--- src/rtl/assert_macros.svh ---
// ----------------------------------------------------------------------------
// Assertion macros
// Shorthand for the concurrent checks used across the project.
// ----------------------------------------------------------------------------
`ifndef ASSERT_MACROS_SVH
`define ASSERT_MACROS_SVH

// Consequent must hold in the same cycle as the antecedent.
`define ASSERT_IMPLIES(name, clk, rst, ante, cons, msg) \
   name: assert property (@(posedge clk) disable iff (rst) (ante) |-> (cons)) \
      else $error(msg);

// Consequent must hold in the cycle after the antecedent.
`define ASSERT_NEXT(name, clk, rst, ante, cons, msg) \
   name: assert property (@(posedge clk) disable iff (rst) (ante) |=> (cons)) \
      else $error(msg);

`endif

--- src/rtl/bpfa_pkg.sv ---
// ----------------------------------------------------------------------------
// Bitmap page frame allocator package
// Sizes, operation and status codes, and controller/datapath interface types.
// ----------------------------------------------------------------------------
package bpfa_pkg;

   localparam int NUM_FRAMES = 4096;
   localparam int WORD_BITS  = 32;
   localparam int MAP_WORDS  = NUM_FRAMES / WORD_BITS;
   localparam int ADDR_W     = $clog2(MAP_WORDS);
   localparam int BIT_W      = $clog2(WORD_BITS);
   localparam int POS_W      = BIT_W + 1;
   localparam int FRAME_W    = 12;
   localparam int LEN_W      = 13;
   localparam int ACT_W      = 3;
   localparam int STAT_W     = 2;
   localparam int TDATA_W    = 32;

   localparam logic [WORD_BITS-1:0] ALL_FREE     = 32'hFFFF_FFFF;
   localparam logic [LEN_W-1:0]     FRAME_CAP    = LEN_W'(NUM_FRAMES);
   localparam logic [LEN_W-1:0]     LIMIT_RESET  = 13'd4096;

   // Operation codes.
   localparam logic [ACT_W-1:0] ACT_ALLOC = 3'd0;
   localparam logic [ACT_W-1:0] ACT_FREE  = 3'd1;
   localparam logic [ACT_W-1:0] ACT_FORCE = 3'd2;
   localparam logic [ACT_W-1:0] ACT_QUERY = 3'd3;
   localparam logic [ACT_W-1:0] ACT_COUNT = 3'd4;

   // Status codes.
   localparam logic [STAT_W-1:0] ST_OK     = 2'd0;
   localparam logic [STAT_W-1:0] ST_NO_RUN = 2'd1;
   localparam logic [STAT_W-1:0] ST_RANGE  = 2'd2;

   typedef enum logic [1:0] {
      RD_SCAN,
      RD_MARK,
      RD_QUERY
   } rd_src_type;

   typedef enum logic [3:0] {
      S_IDLE,
      S_DISPATCH,
      S_SCAN,
      S_MARK_SETUP,
      S_MARK_RD,
      S_MARK_WR,
      S_QUERY_RD,
      S_QUERY_CHK,
      S_RESULT
   } ctrl_state_type;

   typedef struct packed {
      logic       load_req;
      logic       scan_start;
      logic       scan_run;
      rd_src_type rd_src;
      logic       mark_setup;
      logic       mark_write;
      logic       mark_next;
      logic       query_capture;
      logic       rsp_load;
   } cmd_type;

   typedef struct packed {
      logic [ACT_W-1:0] action;
      logic             len_zero;
      logic             scan_found;
      logic             scan_done;
      logic             mark_empty;
      logic             mark_last;
      logic             rsp_free;
   } sts_type;

endpackage

--- src/rtl/bpfa_ctrl.sv ---
// ----------------------------------------------------------------------------
// Allocator controller
// Sequences each request through scan, mark, query and result phases.
// ----------------------------------------------------------------------------
module bpfa_ctrl (
   input  logic              clock,
   input  logic              reset,
   input  logic              req_tvalid,
   output logic              req_tready,
   output bpfa_pkg::cmd_type cmd,
   input  bpfa_pkg::sts_type sts
);
   import bpfa_pkg::*;

   ctrl_state_type state_ff;
   ctrl_state_type state_in;

   always_ff @(posedge clock) begin
      if (reset) begin
         state_ff <= S_IDLE;
      end else begin
         state_ff <= state_in;
      end
   end

   always_comb begin
      state_in = state_ff;
      unique case (state_ff)
         S_IDLE: begin
            if (req_tvalid) state_in = S_DISPATCH;
         end
         S_DISPATCH: begin
            unique case (sts.action) inside
               ACT_ALLOC: begin
                  state_in = sts.len_zero ? S_RESULT : S_SCAN;
               end
               ACT_COUNT:           state_in = S_SCAN;
               ACT_FREE, ACT_FORCE: state_in = S_MARK_SETUP;
               ACT_QUERY:           state_in = S_QUERY_RD;
               default:             state_in = S_RESULT;
            endcase
         end
         S_SCAN: begin
            if (sts.scan_found) state_in = S_MARK_SETUP;
            else if (sts.scan_done) state_in = S_RESULT;
         end
         S_MARK_SETUP: state_in = S_MARK_RD;
         S_MARK_RD: begin
            state_in = sts.mark_empty ? S_RESULT : S_MARK_WR;
         end
         S_MARK_WR: begin
            state_in = sts.mark_last ? S_RESULT : S_MARK_RD;
         end
         S_QUERY_RD:  state_in = S_QUERY_CHK;
         S_QUERY_CHK: state_in = S_RESULT;
         S_RESULT: begin
            if (sts.rsp_free) state_in = S_IDLE;
         end
         default: state_in = S_IDLE;
      endcase
   end

   always_comb begin
      cmd        = '0;
      cmd.rd_src = RD_SCAN;
      req_tready = 1'b0;
      unique case (state_ff)
         S_IDLE: begin
            req_tready   = 1'b1;
            cmd.load_req = req_tvalid;
         end
         S_DISPATCH: begin
            cmd.scan_start = ((sts.action == ACT_ALLOC) && !sts.len_zero) ||
                             (sts.action == ACT_COUNT);
         end
         S_SCAN: begin
            cmd.scan_run = 1'b1;
            cmd.rd_src   = RD_SCAN;
         end
         S_MARK_SETUP: cmd.mark_setup = 1'b1;
         S_MARK_RD:    cmd.rd_src = RD_MARK;
         S_MARK_WR: begin
            cmd.mark_write = 1'b1;
            cmd.mark_next  = !sts.mark_last;
         end
         S_QUERY_RD:  cmd.rd_src = RD_QUERY;
         S_QUERY_CHK: cmd.query_capture = 1'b1;
         S_RESULT:    cmd.rsp_load = sts.rsp_free;
         default: begin
         end
      endcase
   end

endmodule

--- config.mk ---
export PLATFORM = sky130hd
export DESIGN_NAME = bpfa_ctrl
export DESIGN_NICKNAME = d
export VERILOG_FILES = /design/src/rtl/assert_macros.svh /design/src/rtl/bpfa_pkg.sv /design/src/rtl/bpfa_ctrl.sv
export SDC_FILE = /design/constraint.sdc
export NUM_CORES = 1
export LEC_CHECK = 0
export ABC_CLOCK_PERIOD_IN_PS = 1400
export BUFFER_PORTS_ARGS = -buffer_cell sky130_fd_sc_hd__buf_2
export CAP_MARGIN = 15
export CORE_MARGIN = 1.5
export CORE_UTILIZATION = 25
export CTS_CLUSTER_DIAMETER = 120
export DETAILED_ROUTE_END_ITERATION = 6
export SYNTH_ARGS = -nofsm -noshare
export SYNTH_HDL_FRONTEND = slang
export SYNTH_SLANG_ARGS = --single-unit
export TNS_END_PERCENT = 100
--- constraint.sdc ---
create_clock -name clock -period 1.4 [get_ports clock]
set_clock_uncertainty 0.1 [all_clocks]
set_input_delay 0.28 -clock clock [delete_from_list [all_inputs] [get_ports clock]]
set_output_delay 0.28 -clock clock [all_outputs]
set_load 0.005 [all_outputs]
======== Word-level counts from Yosys, hierarchy flattened ========
Cells that the tools add are included.
cells by class
  equality and inequality tests ........... 15
  div/mod/pow operators ................... 0
  add/sub/neg operators ................... 0
  reduce and logical (&&, ||, !) cells .... 8
  $mul .................................... 0
  magnitude comparators ................... 0
  multiplexer cells ....................... 18
  shift operators ......................... 0
  bitwise gates (word level) .............. 0
operators with widths
  cell                  count
  $pmux W4 S9           1
  $mux W4               7
  $eq A4 B3 Y1 const B  4
  $pmux W4 S4           1
  $eq A4 B2 Y1 const B  2
  $mux W1               7
  $eq A3 B2 Y1 const B  2
  $eq A4 B1 Y1 const B  1
  $eq A4 B4 Y1 const B  1
  $logic_not A4 Y1      1
  $ne A2 B2 Y1 const B  2
  $pmux W2 S2           1
  $eq A3 B1 Y1 const B  1
  $eq A3 B3 Y1 const B  1
  $logic_not A3 Y1      1
  $ne A3 B3 Y1 const B  1
  $reduce_and A3 Y1     1
  $logic_not A1 Y1      2
  $mux W2               1
  $reduce_or A2 Y1      1
  $logic_and A1 B1 Y1   1
  $logic_or A1 B1 Y1    1
word-level totals
  bits in latches ......................... 0
  memory bits (read-only) ................. 0
  memory bits (writable) .................. 0
  logic and storage cells ................. 42
  register bits after elaboration ......... 4
  memories kept ........................... 0
  input port bits ......................... 12

======== Logic depth before layout (Yosys ltp) ========
  depth in word-level cells ............... 4
  depth in mapped cells ................... 5
  gate-level depth less buffers ........... 4

======== Worst setup path after synthesis ========
OpenSTA, ideal clock, no wires.
  path type ............................... flip-flop to flip-flop
  start point ............................. register state_ff[0]
  end point ............................... register state_ff[3]
  setup time .............................. 0.124 ns
  clock period less this slack ............ 1.457 ns
  data required time ...................... 1.176 ns
  arrival ................................. 1.233 ns
  slack ................................... -0.057 ns
  cell stages (with the launch flop) ...... 5
  cells stage by stage .................... dfxtp_1 > or4b_1 > o211ai_2 > o31a_1 > o31ai_1
between the ends
  word-level cells in the longest chain between the ends .. 3
  elaborated cells on any way between the ends .. 14
  those cells by class .................... 11 x eq/ne; 1 x mux; 2 x reduce/logical
ends and longest elaborated chain
  element                                                        RTL line         source
  start, declared                                                bpfa_ctrl.sv:15  ctrl_state_type state_ff;
  start signal, assigned                                         bpfa_ctrl.sv:22  state_ff <= state_in;
  $eq A4 B2 Y1, or another cell as far along                     bpfa_ctrl.sv:28  unique case (state_ff)
  $ne A3 B3 Y1 (no source line) or $ne A2 B2 Y1 (tied branches)  -
  $reduce_and A3 Y1 (no source line)                             -
Several ways; a longest one is shown, not always the timed one.
A chain may end at the register's enable or synchronous reset.

==> results.ini <==
[drt]
wl_per_cell_um = 12.2
drt-total-wl_um = 1310
final_antenna_net_count = 0
drtIter0Drc = 17
route.detailed.drc = 0
viasPerCell = 5.06
detail_route.first_pass.iterations = 4
via_count = 547

[run_status]
violations = setup timing
run_status = finished, violations left

[die]
die_h_um = 41.7
start_util_pct = 27.7
dieArea_um2 = 1740
rows = 13
core-area_um2 = 1350
die_w_um = 41.7
io_pins = 23

[sta]
fin_crit_ns = 1.68
rsz0062_at_grt = yes
setup-tns-final_ns = -2.70
setup_violations = 14
finalCritPeriodShare_pct = 120
worstMarginPinSlew_ns = 0.214
timing.final.ws_setup_ns = -0.277
max_freq_ghz = 0.596
maxSlewHeadroom_pct = 85.3
finalHoldViolations = 0
finalMaxSlewViolations = 0
holdWs_ns = 0.148

[placement]
dp_hpwl_um = 968
place.gp.congestion = 0.803
io_buffers = 22
post-place-ws_ns = -0.141
placement.cell_area_um2 = 606

[synth]
syn_area_um2 = 374
syn_area_per_cell_um2 = 6.93
ys_ff_latch = 4
yosysUniqueCellTypes = 29
ys_seq_area_share_pct = 21.4
synthesis.yosys.warnings = 0
syn_inst = 54
synth_ff_type = dfxtp_1
synth-edff-count = 0
async_reset_ff_share_pct = 0
synth_fp_nets = 66

[cells_and_area]
final_area_um2 = 736
drive_above_1_share_pct = 61.3
antenna_cells = 0
top_regs = state_ff: 4 flops
regMostFlops = state_ff
nets = 107
nFillCells = 148
largest_reg_flops = 4
final_util_pct = 54.5
area.growth.synth_to_final_pct = 96.7
final-seq-area_um2 = 82.6
multiInputGateArea_um2 = 355

[clock_network]
cts_tree = done
clkSlewWorstSetupHoldPaths_ns = 0.04
cts_buffers = 3
htree_num_levels = 1
clockBufferDepth = 2
holdBufCountCts = 0
cts_sinks = 4
clk_latency_ns = 0.23
cts_root_buf = clkbuf_4

[worst_setup_path]
crit_path_start_kind = register
cp.arrival_ns = 1.30
max_stage_delay_ns = 0.33
cpMaxStageDelayCell = dfxtp_2
r2r_cells = 5
end_kind = primary output
r2r_slack_ns = -0.13
cp_data_required_time_ns = 1.02
r2r_start = state_ff[0]$_SDFFE_PP0P_
path_cells = buf_6 -> or2_4 -> nor3_4 -> and2_1 -> buf_2
worst-path-max-fanout = 4
r2r-end = state_ff[3]$_SDFFE_PP0P_
path_class = register to primary output

[global_route]
grt.total_usage_pct = 15.5
overflow = 0
grt_max_degree = 9
grt_pass1_vias = 501
grt_antenna_before_repair = 0
grt_pass1_wl_um = 2160

[hold_path]
hold_depth = 2
min_from = reset
hp-class = primary input to register
holdPathEnd = state_ff[2]$_SDFFE_PP0P_

[run]
cap_violations = 0

[pwr]
peakVddDrop_uv = 653
p_per_area_nw_per_um2 = 1780
p_leak_nw = 0.360

==> per-layer routing <==
metal	routed length (um)	track usage (%)	part of all wire (%)	vias to the layer above
met5	0	0	0	-
met4	0	1.94	0	0
met3	99	4.35	7.5	0
met2	684	26.9	52	26
met1	530	19.6	40	244
li1	-	-	-	277
==> worst max-delay path, delay by kind of cell (launching register included) <==
kind,cells,cell delay (ns)
and+or+nand+nor,3,0.50
DFF,1,0.33
buffers and inverters,2,0.22
==> area by class of cell <==
class | count | area share, %
multi-input cells | 46 | 48.3
repair buffers | 38 | 33.8
flip-flops and latches | 4 | 11.2
clock buffers | 3 | 3.06
well taps | 15 | 2.55
inverters | 2 | 1.02
==> Yosys cell counts (2+ instances only) <==
| cell type | number | area share [%] |
|---|---|---|
| nor2_1 | 13 | 13 |
| dfxtp_1 | 4 | 21 |
| nor3_1 | 4 | 5.4 |
| clkbuf_1 | 2 | 2.0 |
| inv_1 | 2 | 2.0 |
| nand2_1 | 2 | 2.0 |
| nand2b_1 | 2 | 3.3 |
| nand3_1 | 2 | 2.7 |
| o21ai_0 | 2 | 2.7 |
| o31a_1 | 2 | 4.7 |
==> cells by family after synthesis <==
| group | Yosys count | synth area share [%] |
|---|---|---|
| AO/OA/AOI/OAI | 12 | 25.8 |
| XOR/XNOR | 1 | 2.34 |
| buffers and inverters | 4 | 4.01 |
| flip-flops | 4 | 21.4 |
| multiplexers | 1 | 2.68 |
| AND/OR/NAND/NOR | 32 | 43.8 |
==> worst max path at each step <==
stage	from	end	slack, ns	cells after the start
final	state_ff[0]$_SDFFE_PP0P_	cmd[9]	-0.28	5
after global routing	state_ff[0]$_SDFFE_PP0P_	cmd[9]	-0.32	5
after CTS	state_ff[0]$_SDFFE_PP0P_	cmd[9]	-0.32	5
after detailed placement	sts[4]	state_ff[3]$_SDFFE_PP0P_	-0.14	5
after global placement	state_ff[0]$_SDFFE_PP0P_	cmd[2]	-0.13	4
after floorplan	state_ff[2]$_SDFFE_PP0P_	state_ff[3]$_SDFFE_PP0P_	-0.03	4
==> report_power, final <==
group	internal (W)	leakage, nW	switching [W]
Clock	0.0000958	0.0138	0.0000461
Sequential	0.000158	0.0335	0.0000493
Combinational	0.000532	0.312	0.000425
Total	0.000786	0.360	0.000521
==> per-stage QoR <==
stage	power, W	instances
after floorplan	0.000544	54
after global placement	0.000901	103
after detailed placement	0.000910	103
after CTS	0.00121	108
after global routing	0.00141	108
final	0.00131	108
==> timing repair <==
action	4_1_cts	5_1_grt
pin swaps	10	3
resized for setup	13	9
endpoints found under the hold margin	0	0
cloned	0	0
setup buffers	3	0
endpoints found under the setup margin	14	14
==> cell usage in the layout (no fill, tap or decap), types with 2 or more instances in the layout <==
cell,n
clkbuf_4,3
o21ai_0,2
buf_2,22
inv_1,2
buf_4,11
buf_6,5
nor3_4,2
nor2_2,3
nand3_1,2
nand2_1,2
nor2_1,10
o31a_1,2
dfxtp_1,2
dfxtp_2,2
nor3_2,2
Note: power is estimated with default switching activity, not from simulation.
